===== src/sv/hkr_pkg.sv =====
// Shared types and constants of the held key repeat engine.
package hkr_pkg;

  // Field widths
  localparam int KEY_W  = 10;
  localparam int DEV_W  = 8;
  localparam int MOVE_W = 4;
  localparam int TRIG_W = 32;
  localparam int KIND_W = 3;
  localparam int ACT_W  = 2;
  localparam int CFG_W  = 8;

  // Repeats per tick are capped; the counter holds 0..MAX_REPEATS
  localparam int MAX_REPEATS = 8;
  localparam int CNT_W       = 4;

  // Configuration register indexes and reset values
  localparam logic REG_DELAY    = 1'b0;
  localparam logic REG_INTERVAL = 1'b1;
  localparam logic [CFG_W-1:0] DELAY_RESET    = 8'd15;
  localparam logic [CFG_W-1:0] INTERVAL_RESET = 8'd5;

  // Result kinds
  localparam logic [KIND_W-1:0] KIND_PASS    = 3'd0;
  localparam logic [KIND_W-1:0] KIND_ACCEPT  = 3'd1;
  localparam logic [KIND_W-1:0] KIND_IGNORED = 3'd2;
  localparam logic [KIND_W-1:0] KIND_REPEAT  = 3'd3;
  localparam logic [KIND_W-1:0] KIND_FULL    = 3'd4;

  typedef enum logic [ACT_W-1:0] {
    ACT_PRESS   = 2'd0,
    ACT_RELEASE = 2'd1,
    ACT_TICK    = 2'd2,
    ACT_CLEAR   = 2'd3
  } action_e;

  typedef enum logic [1:0] {
    ST_IDLE,
    ST_SCAN,
    ST_COMMIT,
    ST_FLUSH
  } state_e;

  typedef enum logic [2:0] {
    CELL_HOLD,
    CELL_ROTATE,
    CELL_INSERT,
    CELL_DELETE,
    CELL_CLEAR
  } cell_op_e;

  typedef struct packed {
    logic [KEY_W-1:0]  key;
    logic [DEV_W-1:0]  dev;
    logic [MOVE_W-1:0] move;
    logic [TRIG_W-1:0] trigger;
  } slot_t;

  typedef struct packed {
    logic  valid;
    slot_t slot;
  } entry_t;

  // Broadcast from the controller to every cell
  typedef struct packed {
    cell_op_e         op;
    logic [KEY_W-1:0] key;
    entry_t           ins;
  } cell_ctrl_t;

endpackage


===== src/sv/hkr_cell.sv =====
// One table cell: holds one held key and moves it to or from its neighbors.
module hkr_cell (
  input  logic                clk_i,
  input  logic                rst_ni,
  input  hkr_pkg::cell_ctrl_t ctrl_i,
  input  hkr_pkg::entry_t     left_i,
  input  logic                left_gt_i,
  input  hkr_pkg::entry_t     right_i,
  output hkr_pkg::entry_t     entry_o,
  output logic                gt_o
);

  logic            valid_q, valid_d;
  hkr_pkg::slot_t  slot_q, slot_d;
  logic            gt, ge;

  // Table is kept sorted and packed, so these flags split it in two
  assign gt = !valid_q || (slot_q.key > ctrl_i.key);
  assign ge = valid_q && (slot_q.key >= ctrl_i.key);

  always_comb begin
    valid_d = valid_q;
    slot_d  = slot_q;
    unique case (ctrl_i.op)
      hkr_pkg::CELL_HOLD: begin
      end
      // ring step: take the entry of the right neighbor
      hkr_pkg::CELL_ROTATE: begin
        valid_d = right_i.valid;
        slot_d  = right_i.slot;
      end
      // open a gap at the first larger key and shift the tail right
      hkr_pkg::CELL_INSERT: begin
        if (gt) begin
          if (left_gt_i) begin
            valid_d = left_i.valid;
            slot_d  = left_i.slot;
          end else begin
            valid_d = ctrl_i.ins.valid;
            slot_d  = ctrl_i.ins.slot;
          end
        end
      end
      // close the gap of the matched key
      hkr_pkg::CELL_DELETE: begin
        if (ge) begin
          valid_d = right_i.valid;
          slot_d  = right_i.slot;
        end
      end
      hkr_pkg::CELL_CLEAR: begin
        valid_d = 1'b0;
      end
      default: begin
      end
    endcase
  end

  always_ff @(posedge clk_i or negedge rst_ni) begin
    if (!rst_ni) begin
      valid_q <= 1'b0;
    end else begin
      valid_q <= valid_d;
    end
  end

  always_ff @(posedge clk_i) begin
    slot_q <= slot_d;
  end

  assign entry_o = '{valid: valid_q, slot: slot_q};
  assign gt_o    = gt;

endmodule


===== src/sv/held_key_repeat_engine.sv =====
// Top level of the held key repeat engine: sequencer, cell ring and result register.
//
// Usage: key events and frame ticks arrive on the input channel (valid/ready),
// one transfer per event. Press and release give one result each; a tick gives
// one repeat result per overdue held key (at most eight, ascending key order,
// last marks the final one) or none; a clear gives none.
// The held keys live in a ring of TABLE_DEPTH cells kept sorted by key. Press,
// release and tick rotate the ring once past the head cell, one cell a cycle
// while no tick scan pauses at a stalled output register; a pass-through press
// goes straight to its result. The next item is taken as soon as the last
// result sits in the output register, even while it waits there.
// Registers repeat_delay and repeat_interval must be written through the plain
// write port only while the block is idle; the block itself does not enforce it.
// Reset empties the table, zeroes the frame clock and loads delay 15 and
// interval 5. When the receiver stalls, the result register holds, a press or
// release waits before its table update, and a tick scan pauses at the next
// repeat it has to hand on.
module held_key_repeat_engine #(
  parameter int TABLE_DEPTH = 8
) (
  input  logic                        clk_i,
  input  logic                        rst_ni,
  // input channel
  input  logic                        in_valid_i,
  output logic                        in_ready_o,
  input  logic [hkr_pkg::ACT_W-1:0]   action_i,
  input  logic [hkr_pkg::KEY_W-1:0]   key_code_i,
  input  logic [hkr_pkg::DEV_W-1:0]   device_id_i,
  input  logic                        is_repeat_i,
  input  logic                        move_valid_i,
  input  logic [hkr_pkg::MOVE_W-1:0]  move_code_i,
  // result channel
  output logic                        out_valid_o,
  input  logic                        out_ready_i,
  output logic [hkr_pkg::KIND_W-1:0]  kind_o,
  output logic [hkr_pkg::KEY_W-1:0]   key_out_o,
  output logic [hkr_pkg::DEV_W-1:0]   device_out_o,
  output logic [hkr_pkg::MOVE_W-1:0]  move_out_o,
  output logic                        last_o,
  // configuration
  input  logic                        cfg_we_i,
  input  logic                        cfg_index_i,
  input  logic [hkr_pkg::CFG_W-1:0]   cfg_data_i
);

  localparam int StepW = (TABLE_DEPTH > 1) ? $clog2(TABLE_DEPTH) : 1;
  localparam logic [StepW-1:0] LastStep = StepW'(TABLE_DEPTH - 1);
  localparam logic [hkr_pkg::CNT_W-1:0] CntMax = hkr_pkg::CNT_W'(hkr_pkg::MAX_REPEATS);

  hkr_pkg::state_e                 state_q, state_d;
  hkr_pkg::action_e                op_q, op_d;
  logic                            pass_q, pass_d;
  logic                            hit_q, hit_d;
  logic [StepW-1:0]                step_q, step_d;
  logic [hkr_pkg::CNT_W-1:0]       cnt_q, cnt_d;
  logic [hkr_pkg::TRIG_W-1:0]      frame_q, frame_d;
  logic [hkr_pkg::CFG_W-1:0]       delay_q, delay_d;
  logic [hkr_pkg::CFG_W-1:0]       interval_q, interval_d;

  // request payload
  logic [hkr_pkg::KEY_W-1:0]       key_q;
  logic [hkr_pkg::DEV_W-1:0]       dev_q;
  logic [hkr_pkg::MOVE_W-1:0]      move_q;

  // held-back repeat, handed on once the next one is known
  logic                            pend_v_q, pend_v_d;
  logic                            pend_ld;
  logic [hkr_pkg::KEY_W-1:0]       pend_key_q;
  logic [hkr_pkg::DEV_W-1:0]       pend_dev_q;
  logic [hkr_pkg::MOVE_W-1:0]      pend_move_q;

  // result register
  logic                            out_valid_q, out_valid_d;
  logic                            out_load;
  logic                            out_free;
  logic [hkr_pkg::KIND_W-1:0]      res_kind, kind_q;
  logic [hkr_pkg::KEY_W-1:0]       res_key, okey_q;
  logic [hkr_pkg::DEV_W-1:0]       res_dev, odev_q;
  logic [hkr_pkg::MOVE_W-1:0]      res_move, omove_q;
  logic                            res_last, olast_q;

  // cell ring
  hkr_pkg::entry_t                 cells [TABLE_DEPTH];
  logic                            gts   [TABLE_DEPTH];
  hkr_pkg::entry_t                 head;
  hkr_pkg::entry_t                 tail_feed;
  hkr_pkg::cell_ctrl_t             ctrl;

  logic                            in_fire;
  logic [hkr_pkg::TRIG_W-1:0]      age;
  logic                            overdue;
  logic                            fire;
  logic                            full;

  assign in_ready_o = (state_q == hkr_pkg::ST_IDLE);
  assign in_fire    = in_valid_i && in_ready_o;
  assign out_free   = !out_valid_q || out_ready_i;
  assign head       = cells[0];
  assign full       = cells[TABLE_DEPTH-1].valid;

  // wrap-aware compare of the head trigger against the current frame
  assign age     = frame_q - head.slot.trigger;
  assign overdue = (age != '0) && !age[hkr_pkg::TRIG_W-1];
  assign fire    = head.valid && overdue && (cnt_q != CntMax);

  // Cell ring: cell 0 is the head, the last cell is fed by the sequencer
  for (genvar i = 0; i < TABLE_DEPTH; i++) begin : g_cell
    hkr_pkg::entry_t left_e;
    hkr_pkg::entry_t right_e;
    logic            left_gt;

    if (i == 0) begin : g_first
      assign left_e  = ctrl.ins;
      assign left_gt = 1'b0;
    end else begin : g_inner_l
      assign left_e  = cells[i-1];
      assign left_gt = gts[i-1];
    end

    if (i == TABLE_DEPTH - 1) begin : g_last
      assign right_e = tail_feed;
    end else begin : g_inner_r
      assign right_e = cells[i+1];
    end

    hkr_cell u_cell (
      .clk_i     (clk_i),
      .rst_ni    (rst_ni),
      .ctrl_i    (ctrl),
      .left_i    (left_e),
      .left_gt_i (left_gt),
      .right_i   (right_e),
      .entry_o   (cells[i]),
      .gt_o      (gts[i])
    );
  end

  // Sequencer: next state, cell command, result selection
  always_comb begin
    state_d    = state_q;
    op_d       = op_q;
    pass_d     = pass_q;
    hit_d      = hit_q;
    step_d     = step_q;
    cnt_d      = cnt_q;
    frame_d    = frame_q;
    pend_v_d   = pend_v_q;
    pend_ld    = 1'b0;
    out_load   = 1'b0;
    res_kind   = hkr_pkg::KIND_PASS;
    res_key    = key_q;
    res_dev    = dev_q;
    res_move   = '0;
    res_last   = 1'b1;

    ctrl.op            = hkr_pkg::CELL_HOLD;
    ctrl.key           = key_q;
    ctrl.ins.valid     = 1'b1;
    ctrl.ins.slot.key  = key_q;
    ctrl.ins.slot.dev  = dev_q;
    ctrl.ins.slot.move = move_q;
    ctrl.ins.slot.trigger =
      frame_q + {{(hkr_pkg::TRIG_W - hkr_pkg::CFG_W){1'b0}}, delay_q};
    tail_feed = head;

    unique case (state_q)
      hkr_pkg::ST_IDLE: begin
        if (in_fire) begin
          op_d   = hkr_pkg::action_e'(action_i);
          pass_d = is_repeat_i || !move_valid_i;
          hit_d  = 1'b0;
          step_d = '0;
          unique case (hkr_pkg::action_e'(action_i))
            hkr_pkg::ACT_PRESS: begin
              state_d = (is_repeat_i || !move_valid_i) ? hkr_pkg::ST_COMMIT
                                                       : hkr_pkg::ST_SCAN;
            end
            hkr_pkg::ACT_RELEASE: begin
              state_d = hkr_pkg::ST_SCAN;
            end
            hkr_pkg::ACT_TICK: begin
              frame_d  = frame_q + 1'b1;
              cnt_d    = '0;
              pend_v_d = 1'b0;
              state_d  = hkr_pkg::ST_SCAN;
            end
            hkr_pkg::ACT_CLEAR: begin
              ctrl.op = hkr_pkg::CELL_CLEAR;
            end
            default: begin
            end
          endcase
        end
      end

      // one full turn of the ring past the head cell
      hkr_pkg::ST_SCAN: begin
        if (op_q == hkr_pkg::ACT_TICK) begin
          if (!(fire && pend_v_q && !out_free)) begin
            ctrl.op = hkr_pkg::CELL_ROTATE;
            if (fire) begin
              tail_feed.slot.trigger =
                frame_q + {{(hkr_pkg::TRIG_W - hkr_pkg::CFG_W){1'b0}}, interval_q};
              out_load = pend_v_q;
              res_kind = hkr_pkg::KIND_REPEAT;
              res_key  = pend_key_q;
              res_dev  = pend_dev_q;
              res_move = pend_move_q;
              res_last = 1'b0;
              pend_ld  = 1'b1;
              pend_v_d = 1'b1;
              cnt_d    = cnt_q + 1'b1;
            end
          end
        end else begin
          ctrl.op = hkr_pkg::CELL_ROTATE;
          if (head.valid && (head.slot.key == key_q)) begin
            hit_d = 1'b1;
          end
        end
        if (ctrl.op == hkr_pkg::CELL_ROTATE) begin
          step_d = step_q + 1'b1;
          if (step_q == LastStep) begin
            step_d  = '0;
            state_d = (op_q == hkr_pkg::ACT_TICK) ? hkr_pkg::ST_FLUSH
                                                  : hkr_pkg::ST_COMMIT;
          end
        end
      end

      // press or release outcome, table update with the result transfer
      hkr_pkg::ST_COMMIT: begin
        tail_feed.valid = 1'b0;
        if (out_free) begin
          out_load = 1'b1;
          state_d  = hkr_pkg::ST_IDLE;
          if (op_q == hkr_pkg::ACT_RELEASE) begin
            if (hit_q) begin
              res_kind = hkr_pkg::KIND_ACCEPT;
              ctrl.op  = hkr_pkg::CELL_DELETE;
            end
          end else begin
            priority if (pass_q) begin
              res_kind = hkr_pkg::KIND_PASS;
            end else if (hit_q) begin
              res_kind = hkr_pkg::KIND_IGNORED;
            end else if (full) begin
              res_kind = hkr_pkg::KIND_FULL;
              res_move = move_q;
            end else begin
              res_kind = hkr_pkg::KIND_ACCEPT;
              res_move = move_q;
              ctrl.op  = hkr_pkg::CELL_INSERT;
            end
          end
        end
      end

      // hand on the final repeat of a tick
      hkr_pkg::ST_FLUSH: begin
        if (!pend_v_q) begin
          state_d = hkr_pkg::ST_IDLE;
        end else if (out_free) begin
          out_load = 1'b1;
          res_kind = hkr_pkg::KIND_REPEAT;
          res_key  = pend_key_q;
          res_dev  = pend_dev_q;
          res_move = pend_move_q;
          res_last = 1'b1;
          pend_v_d = 1'b0;
          state_d  = hkr_pkg::ST_IDLE;
        end
      end

      default: begin
        state_d = hkr_pkg::ST_IDLE;
      end
    endcase
  end

  // Configuration writes
  always_comb begin
    delay_d    = delay_q;
    interval_d = interval_q;
    if (cfg_we_i) begin
      unique case (cfg_index_i)
        hkr_pkg::REG_DELAY:    delay_d    = cfg_data_i;
        hkr_pkg::REG_INTERVAL: interval_d = cfg_data_i;
        default: begin
        end
      endcase
    end
  end

  assign out_valid_d = out_load ? 1'b1 : (out_ready_i ? 1'b0 : out_valid_q);

  // Control registers
  always_ff @(posedge clk_i or negedge rst_ni) begin
    if (!rst_ni) begin
      state_q     <= hkr_pkg::ST_IDLE;
      op_q        <= hkr_pkg::ACT_PRESS;
      pass_q      <= 1'b0;
      hit_q       <= 1'b0;
      step_q      <= '0;
      cnt_q       <= '0;
      frame_q     <= '0;
      pend_v_q    <= 1'b0;
      out_valid_q <= 1'b0;
      delay_q     <= hkr_pkg::DELAY_RESET;
      interval_q  <= hkr_pkg::INTERVAL_RESET;
    end else begin
      state_q     <= state_d;
      op_q        <= op_d;
      pass_q      <= pass_d;
      hit_q       <= hit_d;
      step_q      <= step_d;
      cnt_q       <= cnt_d;
      frame_q     <= frame_d;
      pend_v_q    <= pend_v_d;
      out_valid_q <= out_valid_d;
      delay_q     <= delay_d;
      interval_q  <= interval_d;
    end
  end

  // Payload registers
  always_ff @(posedge clk_i) begin
    if (in_fire) begin
      key_q  <= key_code_i;
      dev_q  <= device_id_i;
      move_q <= move_code_i;
    end
    if (pend_ld) begin
      pend_key_q  <= head.slot.key;
      pend_dev_q  <= head.slot.dev;
      pend_move_q <= head.slot.move;
    end
    if (out_load) begin
      kind_q  <= res_kind;
      okey_q  <= res_key;
      odev_q  <= res_dev;
      omove_q <= res_move;
      olast_q <= res_last;
    end
  end

  assign out_valid_o  = out_valid_q;
  assign kind_o       = kind_q;
  assign key_out_o    = okey_q;
  assign device_out_o = odev_q;
  assign move_out_o   = omove_q;
  assign last_o       = olast_q;

`ifndef NO_ASSERTIONS
  // only the final repeat of a tick and single results carry last
  a_last_kind: assert property (@(posedge clk_i) disable iff (!rst_ni)
    (out_valid_o && !last_o) |-> (kind_o == hkr_pkg::KIND_REPEAT))
    else $error("non-final result that is not a repeat");

  a_cnt_cap: assert property (@(posedge clk_i) disable iff (!rst_ni)
    cnt_q <= CntMax)
    else $error("repeat count above cap");

  a_tick_clock: assert property (@(posedge clk_i) disable iff (!rst_ni)
    (in_fire && (action_i == hkr_pkg::ACT_TICK)) |=>
      (frame_q == $past(frame_q) + 1'b1))
    else $error("frame clock did not advance on tick");

  a_pend_state: assert property (@(posedge clk_i) disable iff (!rst_ni)
    pend_v_q |-> ((state_q == hkr_pkg::ST_SCAN) || (state_q == hkr_pkg::ST_FLUSH)))
    else $error("held repeat outside a tick");

  // table stays packed and strictly ascending between items
  for (genvar j = 0; j + 1 < TABLE_DEPTH; j++) begin : g_sorted
    a_sorted: assert property (@(posedge clk_i) disable iff (!rst_ni)
      ((state_q == hkr_pkg::ST_IDLE) && cells[j+1].valid) |->
        (cells[j].valid && (cells[j].slot.key < cells[j+1].slot.key)))
      else $error("cell table not packed and sorted");
  end
`endif

endmodule


===== config.mk =====
export PLATFORM = sky130hd
export DESIGN_NAME = held_key_repeat_engine
export DESIGN_NICKNAME = d
export VERILOG_FILES = /design/src/sv/hkr_pkg.sv /design/src/sv/hkr_cell.sv /design/src/sv/held_key_repeat_engine.sv
export SDC_FILE = /design/constraint.sdc
export NUM_CORES = 1
export LEC_CHECK = 0
export ABC_AREA = 1
export BUFFER_PORTS_ARGS = -buffer_cell sky130_fd_sc_hd__buf_4
export CORE_ASPECT_RATIO = 0.5
export CORE_MARGIN = 8
export CORE_UTILIZATION = 50
export CTS_CLUSTER_DIAMETER = 150
export DETAILED_ROUTE_END_ITERATION = 10
export HOLD_SLACK_MARGIN = 0.15
export PLACE_DENSITY_LB_ADDON = 0.25
export SLEW_MARGIN = 25
export SYNTH_ARGS = -nofsm -noshare
export SYNTH_HDL_FRONTEND = slang
export SYNTH_SLANG_ARGS = --single-unit

===== constraint.sdc =====
create_clock -name clk_i -period 9.55 [get_ports clk_i]
set_input_delay 0.955 -clock clk_i [delete_from_list [all_inputs] [get_ports clk_i]]
set_output_delay 0.955 -clock clk_i [all_outputs]
set_load 0.1 [all_outputs]

# After elaboration in Yosys (flattened, before gate mapping)
# Cells that the tools add are included.
[classes] n_eq_ne=42 n_addsub=6 n_reduce_logical=72 bitwise_logic=3 magnitude_cmp=16 muxes=157
[op_table] op="case mux 54 bit (3 select lines)" n=8
[op_table] op="2-to-1 mux 54 bit" n=23
[op_table] op="2-to-1 mux 32 bit" n=4
[op_table] op="greater-or-equal comparator 10 bit" n=8
[op_table] op="greater-than comparator 10 bit" n=8
[op_table] op="adder 32 x 8 -> 32 bit" n=2
[op_table] op="2-to-1 mux 4 bit" n=14
[op_table] op="AND reduction 3 bit" n=18
[op_table] op="2-to-1 mux 10 bit" n=5
[op_table] op="2-to-1 mux 1 bit" n=49
[op_table] op="2-to-1 mux 3 bit" n=14
[op_table] op="2-to-1 mux 8 bit" n=5
[op_table] op="inequality test 2 x 1 -> 1 bit, second input constant" n=18
[op_table] op="adder 32 x 1 -> 32 bit, second input constant" n=1
[op_table] op="case mux 1 bit (4 select lines)" n=8
[op_table] op="nonzero test 32 bit" n=1
[op_table] op="subtractor 32 bit" n=1
[op_table] op="2-to-1 mux 2 bit" n=15
[op_table] op="case mux 10 bit (2 select lines)" n=1
[op_table] op="case mux 3 bit (3 select lines)" n=2
[op_table] op="case mux 8 bit (2 select lines)" n=1
[op_table] op="logical AND 1 bit" n=15
[op_table] op="inequality test 2 bit, second input constant" n=7
[op_table] op="logical NOT 1 bit" n=12
[op_table] op="other kinds (28)" n=56
[totals] in_bits=40 output_inout_bits=28 ff_bits=573 wordCells=358

# Logic depth before layout (Yosys ltp)
# Gate-level depths: netlist (run 1).
[logic_depth] ltp_word=14 depth_mapped=26 ltp_nobuf=25

# Cells and area by module
# From an unflattened synthesis (run 1), not the netlist that was laid out.
[hier_totals] hier_cells=4980 hier_area_um2=37614.8
[modules_own_cells] module="hkr_cell" cells_per_inst=424 area_per_inst_um2=3331.9 n_inst=8 seq_area_each_um2=1646.6
[modules_own_cells] module="held_key_repeat_engine" cells_per_inst=1588 area_per_inst_um2=10959.3 n_inst=1 seq_area_each_um2=3686.0

# Least setup slack after synthesis (run 1)
# No wires, ideal clock.
[synth_path] path_type="register to register" from="register frame_q[0] (netlist bit)" to="register g_cell[7].u_cell.slot_q (netlist bit g_cell[7].u_cell.entry_o[0]) (enable)" setup_ns=0.548 path_stages_with_launch=21 required_time_ns=9.002 synth_period_minus_slack_ns=6.854 path_slack_ns=2.696 arrival_ns=6.306 path_buffers=0 cell_sequence="dfrtp_1 > inv_1 > ha_1 > fa_1 > inv_1 > nand3_1 > nand2_1 > nand2_1 > nand2_1 > nand2_1 > nand2_1 > nand2_1 > nand2_1 > o21ai_0 > nor2_1 > nand2_1 > nor2_1 > nand2_1 > nand3_2 > o21ai_1 > a21boi_0"
[synth_via] elab_chain_len=14 word_cells_on_any_way=19 classes_between="add/sub (1); eq/ne (5); mux (4); reduce/logical (9)"
[synth_rtl] element="start: declaration" line_no="held_key_repeat_engine.sv:56" rtl="logic [hkr_pkg::TRIG_W-1:0] frame_q, frame_d;"
[synth_rtl] element="start signal: assignment" line_no="held_key_repeat_engine.sv:318" rtl="frame_q <= frame_d;"
[synth_rtl] element="subtractor 32 bit *" line_no="held_key_repeat_engine.sv:102" rtl="assign age = frame_q - head.slot.trigger;"
[synth_rtl] element="nonzero test 32 bit / logical NOT 1 bit (equally long branches)" line_no="held_key_repeat_engine.sv:103" rtl="assign overdue = (age != '0) && !age[hkr_pkg::TRIG_W-1];"
[synth_rtl] element="logical AND 1 bit *" line_no="held_key_repeat_engine.sv:103"
[synth_rtl] element="logical AND 1 bit * (2 in series)" line_no="held_key_repeat_engine.sv:104" rtl="assign fire = head.valid && overdue && (cnt_q != CntMax);"
[synth_rtl] element="logical AND 1 bit * (2 in series)" line_no="held_key_repeat_engine.sv:199" rtl="if (!(fire && pend_v_q && !out_free)) begin"
[synth_rtl] element="2-to-1 mux 1 bit *" line_no="held_key_repeat_engine.sv:199"
[synth_rtl] element="2-to-1 mux 3 bit *" line_no="held_key_repeat_engine.sv:198" rtl="if (op_q == hkr_pkg::ACT_TICK) begin"
[synth_rtl] element="2-to-1 mux 3 bit *" line_no="held_key_repeat_engine.sv:166" rtl="unique case (state_q)"
[synth_rtl] element="case mux 3 bit (3 select lines) *" line_no="held_key_repeat_engine.sv:166"
[synth_rtl] element="== test 3 x 2 -> 1 bit / == test 3 x 1 -> 1 bit (equally long branches)" line_no="hkr_cell.sv:24" rtl="unique case (ctrl_i.op)"
[synth_rtl] element="inequality test 2 x 1 -> 1 bit (no line) / nonzero test 3 bit (equally long branches)"
[synth_rtl] element="AND reduction 3 bit (no line) *"
[synth_rtl] element="end signal: assignment" line_no="hkr_cell.sv:68" rtl="slot_q <= slot_d;"
[synth_rtl] element="end: declaration" line_no="hkr_cell.sv:14" rtl="hkr_pkg::slot_t slot_q, slot_d;"
# Mark *: on every way between the ends. The rest lies on a longest branch, timed or not. The select of a mux whose other input is x is not followed.
# A chain may end at the register's enable or synchronous reset.

# Worst setup path in the final report (run 1)
[layout_path] from="register key_q[9] (netlist bit)" to="register g_cell[0].u_cell.slot_q (netlist bit g_cell[0].u_cell.entry_o[25]) (enable)"
[layout_via] elab_chain_len=4 word_cells_on_any_way=7 classes_between="order compare (2); eq/ne (2); reduce/logical (3)"
[layout_rtl] element="start: declaration" line_no="held_key_repeat_engine.sv:61" rtl="logic [hkr_pkg::KEY_W-1:0] key_q;"
[layout_rtl] element="start signal: assignment" line_no="held_key_repeat_engine.sv:329" rtl="key_q <= key_code_i;"
[layout_rtl] element="greater-or-equal comparator 10 bit / greater-than comparator 10 bit (equally long branches)" line_no="hkr_cell.sv:19, hkr_cell.sv:18"
[layout_rtl] element="logical AND 1 bit / logical OR 1 bit (equally long branches)" line_no="hkr_cell.sv:19, hkr_cell.sv:18"
[layout_rtl] element="inequality test 2 x 1 -> 1 bit (no line)"
[layout_rtl] element="AND reduction 3 bit (no line) *"
[layout_rtl] element="end signal: assignment" line_no="hkr_cell.sv:68"
[layout_rtl] element="end: declaration" line_no="hkr_cell.sv:14"
# Mark *: on every way between the ends. The rest lies on a longest branch, timed or not.

==> flow_summary.toml, run 1 <==
[logic_synthesis]
synth_compound_area_frac = 0.153
synth-async-reset-ratio = 0.124
synthXorXnorAreaFrac = 0.0235
yosys-top-cells-count = "nand2_1, o21ai_0, edfxtp_1"
syn_area_um2 = 33900
synthMuxAreaShare = 0
synth-seq-cells = 573
synth_simple_gate_area_share = 0.209
synth_fa_ha_area_frac = 0.0516
synth_top_family_by_area = "simple AND/OR/NAND/NOR gates"
synth_fp_nets = 4275
synth-edff-count = 502
yosys-top-cells-area = "edfxtp_1, nand2_1, o21ai_0"
yosysSeqAreaShare = 0.497
yosysMostFrequentCell = "nand2_1"
synth_top_area_frac = 0.444
synth_cell_types = 59
synth_ff_type = "edfxtp_1"
yosys_warnings = 0
yosysTopAreaCell = "edfxtp_1"
synth_cells = 4097
syn_avg_cell_area_um2 = 8.28

[place]
placed_cells = 4895
pre_cts_slack_ns = 4.35
place_hpwl_um = 64400
place.gp.congestion = 0.959
io_buffer_count = 67

[route]
avgRoutedWirePerCell_um = 20.4
drtIter0Drc = 3207
vias_per_cell = 5.76
vias = 28792
wl_um = 102000
postRouteAntennaNets = 0
firstDrtPassIters = 7
drcViolationCount = 0

[global_route]
grt_pass1_wl_um = 157000
grt_max_degree = 282
grt_overflow_total = 0
antenna_found_initial = 0
grt_usage = 0.255
grt_pass1_vias = 26992

[finish]
nFillCells = 6174
post-route-util = 0.551
multi_input_area_um2 = 15000
diodes = 0
syn_to_final_growth_pct = 8.95
fin_nets = 4231
ff_latch_area_um2 = 16900
drive_gt1_frac = 0.0656
final_cells = 4995

[cts]
cts_hold_buf = 0
postCtsSetupRepairBufs = 0
cts-resized-gates = 0
htreeDepth = 2
clk_pin_slew_ns = 0.07
clock_latency_ns = 0.65
clock-sinks = 573
cts.root.buffer_cell = "clkbuf_16"
cts_made_buffers = 53
cts_buffer_depth = 3
cts_tree = "built"

[sta]
skew_ns = 0.0639
tightest_slew_ns = 1.11
setup_slack_ns = 4.33
min_period_ns = 5.22
finalCritPeriodShare = 0.547
setup_viol = 0
relSlewSlack = 0.253
fmax_mhz = 191
tns_ns = 0
hold_viol = 0
grt_setup_unrepaired = "no"
finalMaxSlewViolations = 0

[worst_setup_path]
path_max_fanout = 49
critPathKind = "reg2reg"
crit_path_end_kind = "flop"
cp-start-kind = "flop"
cp.arrival_ns = 5.46
cp.required_ns = 9.79

[power_and_ir_drop]
leakagePower_nw = 15.5
irDropWorstVdd_mv = 0.230
p_per_area_nw_per_um2 = 345

[floorplanning]
dieWidth_um = 384
placementRows = 67
start_util = 0.506
fp.dieArea_um2 = 77000
die-height_um = 200
core-area_um2 = 67100
ios = 68

[run]
drv_cap = 0

[run_status]
status = "finished clean"

[min_path]
worstHoldPathType = "in2async"
## per-stage QoR
step	hold WS (ns)	area [um2]	total power [mW]
after floorplan	0.442	33900	8.64
after global placement	0.453	35100	10.3
after detailed placement	0.461	35100	10.4
after CTS	0.165	37000	12.7
after global routing	0.178	37000	13.6
final	0.181	37000	12.8
## report_power, final
group	internal, mW	total [mW]	switching, mW
Combinational	1.52	5.26	3.74
Clock	1.26	2.29	1.03
Sequential	4.55	5.20	0.655
Total	7.33	12.8	5.42
## registers in the layout, indices dropped and copies added (netlist names), 3 cells and up
signal	cells
key_q	10
g_cell.u_cell.valid_q	8
pend_key_q	10
dev_q	8
pend_dev_q	8
g_cell.u_cell.entry_o	432
key_out_o	10
pend_move_q	4
cnt_q	4
delay_q	8
device_out_o	8
step_q	3
interval_q	8
frame_q	32
move_out_o	4
kind_o	3
move_q	4
## worst max-delay path, stage by stage, from the launching register on
cell	delay, ns
edfxtp_1	0.43
clkinv_1	0.44
ha_1	0.50
nand2_1	0.08
nor4_1	0.46
o21ai_0	0.27
o2111ai_1	0.26
o21ai_4	0.18
inv_1	0.67
o21ai_1	0.22
a21oi_4	0.38
buf_4	0.87
## routing by layer
layer	global-route usage	vias up	wire length (um)
li1	-	13763	-
met3	0.0360	188	8580
met4	0.0657	0	2750
met1	0.367	13561	44700
met2	0.404	1280	45700
met5	0	-	0
## cell usage in the layout, fill, tap and decap left out, types with 78 or more instances in the layout
cell	n
xor2_1	78
ha_1	135
inv_1	336
nand2_1	1309
buf_4	98
nor2_1	150
o21ai_0	739
nand3_1	144
a21oi_1	137
edfxtp_1	502
## worst paths after layout
| path | slack, ns | cells past startpoint | to | startpoint |
|---|---|---|---|---|
| max in group asynchronous | 8.23 | 2 | frame_q[23]$_DFFE_PN0P_ | rst_ni |
| max | 4.33 | 11 | g_cell[0].u_cell.entry_o[25]$_DFFE_PP_ | key_q[9]$_DFFE_PP_ |
| max reg2reg | 4.33 | 11 | g_cell[0].u_cell.entry_o[25]$_DFFE_PP_ | key_q[9]$_DFFE_PP_ |
| min | 0.18 | 1 | delay_q[7]$_DFFE_PN0P_ | rst_ni |
| min reg2reg | 0.48 | 2 | pend_v_q$_DFFE_PN0P_ | pend_v_q$_DFFE_PN0P_ |
| min in group clk_i | 0.48 | 2 | pend_v_q$_DFFE_PN0P_ | pend_v_q$_DFFE_PN0P_ |
## cells by family after synthesis
| kind of cell | Yosys count |
|---|---|
| AO/OA/AOI/OAI | 992 |
| XOR/XNOR | 90 |
| adder cells (fa/ha/maj) | 138 |
| buffers and inverters | 570 |
| flip-flops | 573 |
| AND/OR/NAND/NOR | 1734 |
## layout make-up
cell class                 count  area share
timing repair buffer         101      0.0211
clock buffer                  69      0.0397
sequential                   573       0.456
tap                          897      0.0304
clock inverter                31      0.0102
multi-input combinational   2954       0.405
inverter                     370      0.0379
(Power assumes the default switching activity.)
==> inputs of run 2 (changes only) <==
clock period = 5.2 ns   (was 9.55 ns; I/O delays follow)
==> run 2 against run 1 <==
Effect of this change: routed wire length is 1.8% lower; first-iteration DRC count rose by 1.0%; sequential share of layout area decreased by 0.67 points; critical path depth is 12 higher; die area unchanged; critical endpoint is now key_out_o[4]$_DFFE_PP_; clock power is 77% higher; global-route usage is 0.24 points lower; register-to-register slack got worse by 3.7 ns; hold slack gained 0.018 ns.
==> flow_summary.toml, run 2 (synthesis gave the netlist of run 1 again) <==
[sta]
fmax_mhz = 219
setup_viol = 0
grt_setup_unrepaired = "no"
skew_ns = 0.0278
relSlewSlack = 0.300
hold_viol = 0
finalMaxSlewViolations = 0
min_period_ns = 4.56
tightest_slew_ns = 1.05
finalCritPeriodShare = 0.878
whs_ns = 0.199

[cts]
htreeDepth = 2
cts-resized-gates = 0
clk_pin_slew_ns = 0.07
cts_made_buffers = 53
cts.root.buffer_cell = "clkbuf_16"
cts_tree = "built"
clock-sinks = 573
clock_latency_ns = 0.65
cts_buffer_depth = 3

[place]
io_buffer_count = 67
place.gp.congestion = 0.930
place_hpwl_um = 65900
placed_cells = 4913

[route]
met3_length_um = 9280
postRouteAntennaNets = 0
vias = 28928
top_layer = "met4"
firstDrtPassIters = 6
wl_met1_um = 43200
vias_per_cell = 5.73
wl_met2_um = 43800
drtIter0Drc = 3239
avgRoutedWirePerCell_um = 19.8
drcViolationCount = 0
wl_um = 99900

[global_route]
grt_max_degree = 253
grt_usage = 0.253
grt_pass1_vias = 27602
antenna_found_initial = 1
grt_pass1_wl_um = 156000
grt_overflow_total = 0

[floorplanning]
placementRows = 67
core-area_um2 = 67100
ios = 68
start_util = 0.506
fp.dieArea_um2 = 77000
die-height_um = 200
dieWidth_um = 384

[finish]
final_cell_mix = "nand2_1, o21ai_0, edfxtp_1, inv_1, nor2_1"
final_cells = 5046
diodes = 0
largest_register_ffs = 432
final_common_cell = "nand2_1"
drive_gt1_frac = 0.0668
fin_nets = 4282
syn_to_final_growth_pct = 10.6

[power_and_ir_drop]
seq_power_share = 0.407
p_per_area_nw_per_um2 = 624
swShare = 0.422
power_switching_mw = 9.87
intPower_mw = 13.5
power.share.clock = 0.174
leakagePower_nw = 15.8
pwr-share-comb = 0.420
irDropWorstVdd_mv = 0.529

[worst_setup_path]
cp-start-kind = "flop"
crit_path_end_kind = "flop"
slowest_delay_ns = 0.67
critPathKind = "reg2reg"
path_cells = "inv_1 > ha_1 > fa_1 > inv_1 > nand3_1 > nand2_1 > nand2_1 > nand2_1 > nand2_1 > nand2_1 > nand3_1 > nand3b_1 > nand2_1 > nand3_1 > nor2_1 > nand2_1 > nand3_2 > inv_1 > nand2_1 > buf_4 > nand2_1 > nand3_1 > nand3_1"
cp.arrival_ns = 5.08
path_max_fanout = 18
cp.required_ns = 5.72
path_common_cell = "nand2_1"
slowest_stage = "nand2_1"

[min_path]
worstHoldPathType = "in2reg"

[run_status]
status = "finished clean"

[run]
drv_cap = 0
run 2: cell count changes in the layout (fill, tap and decap cells not counted), moves of 2 or more:
cell | previous run | this run
clkbuf_8 | 6 | 3
buf_4 | 98 | 102
buf_12 | 1 | 17
buf_6 | 2 | 0
dlygate4sd3_1 | 0 | 33
clkinv_1 | 21 | 28
clkinv_2 | 14 | 10
run 2: through the flow:
stage          setup TNS (ns)  cell area [um2]  total power, mW  worst slack [ns]  utilization
3_3_place_gp                0            35400             19.0             0.824        0.528
4_1_cts                     0            37500             23.4             0.759        0.559
3_5_place_dp                0            35400             19.2             0.759        0.528
6_report                    0            37500             23.4             0.637        0.559
5_1_grt                     0            37500             25.1             0.276        0.559
2_1_floorplan         -104.24            33900             15.8            -0.243            -
run 2: path summary, 6_finish.rpt:
path	startpoint	to	slack (ns)	cells after the start
max	frame_q[0]$_DFFE_PN0P_	key_out_o[4]$_DFFE_PP_	0.64	23
min	action_i[1]	op_q[1]$_DFFE_PN0P_	0.20	3
max reg2reg	frame_q[0]$_DFFE_PN0P_	key_out_o[4]$_DFFE_PP_	0.64	23
min reg2reg	g_cell[0].u_cell.entry_o[34]$_DFFE_PP_	pend_move_q[2]$_DFFE_PP_	0.48	0
max in group asynchronous	rst_ni	pend_v_q$_DFFE_PN0P_	3.77	3
min in group asynchronous	rst_ni	frame_q[4]$_DFFE_PN0P_	0.30	2
run 2: final cells by class:
class	count	area [um2]
clock buffer	66	1410
clock inverter	34	345
sequential	573	16900
multi-input combinational	2954	14900
fill	6056	29500
timing repair buffer	152	1440
tap	897	1120
inverter	370	1400
run 2: layer usage:
layer / global-route usage / vias to the layer above
li1: - / 13862
met1: 0.356 / 13620
met2: 0.389 / 1244
met3: 0.0469 / 202
met4: 0.0890 / 0
met5: 0 / -
run 2: repair_timing:
action | CTS | global route
hold endpoints to repair | 60 | 0
hold buffers | 33 | 0
buffers inserted | 0 | 0
run 2: power by group through the flow:
stage | combinational, mW | clock (mW) | sequential, mW
after CTS | 9.76 | 4.12 | 9.49
final | 9.82 | 4.06 | 9.52
after global routing | 11.0 | 4.28 | 9.76
after detailed placement | 9.70 | 0 | 9.54
after global placement | 9.50 | 0 | 9.49
after floorplan | 6.19 | 0 | 9.66
run 2: critical path: cells and delay by family (launching register included):
kind | cells | cell delay (ns)
fa+ha+maj | 2 | 0.64
buf+inv | 4 | 1.12
flops | 1 | 0.43
simple gates | 17 | 2.21
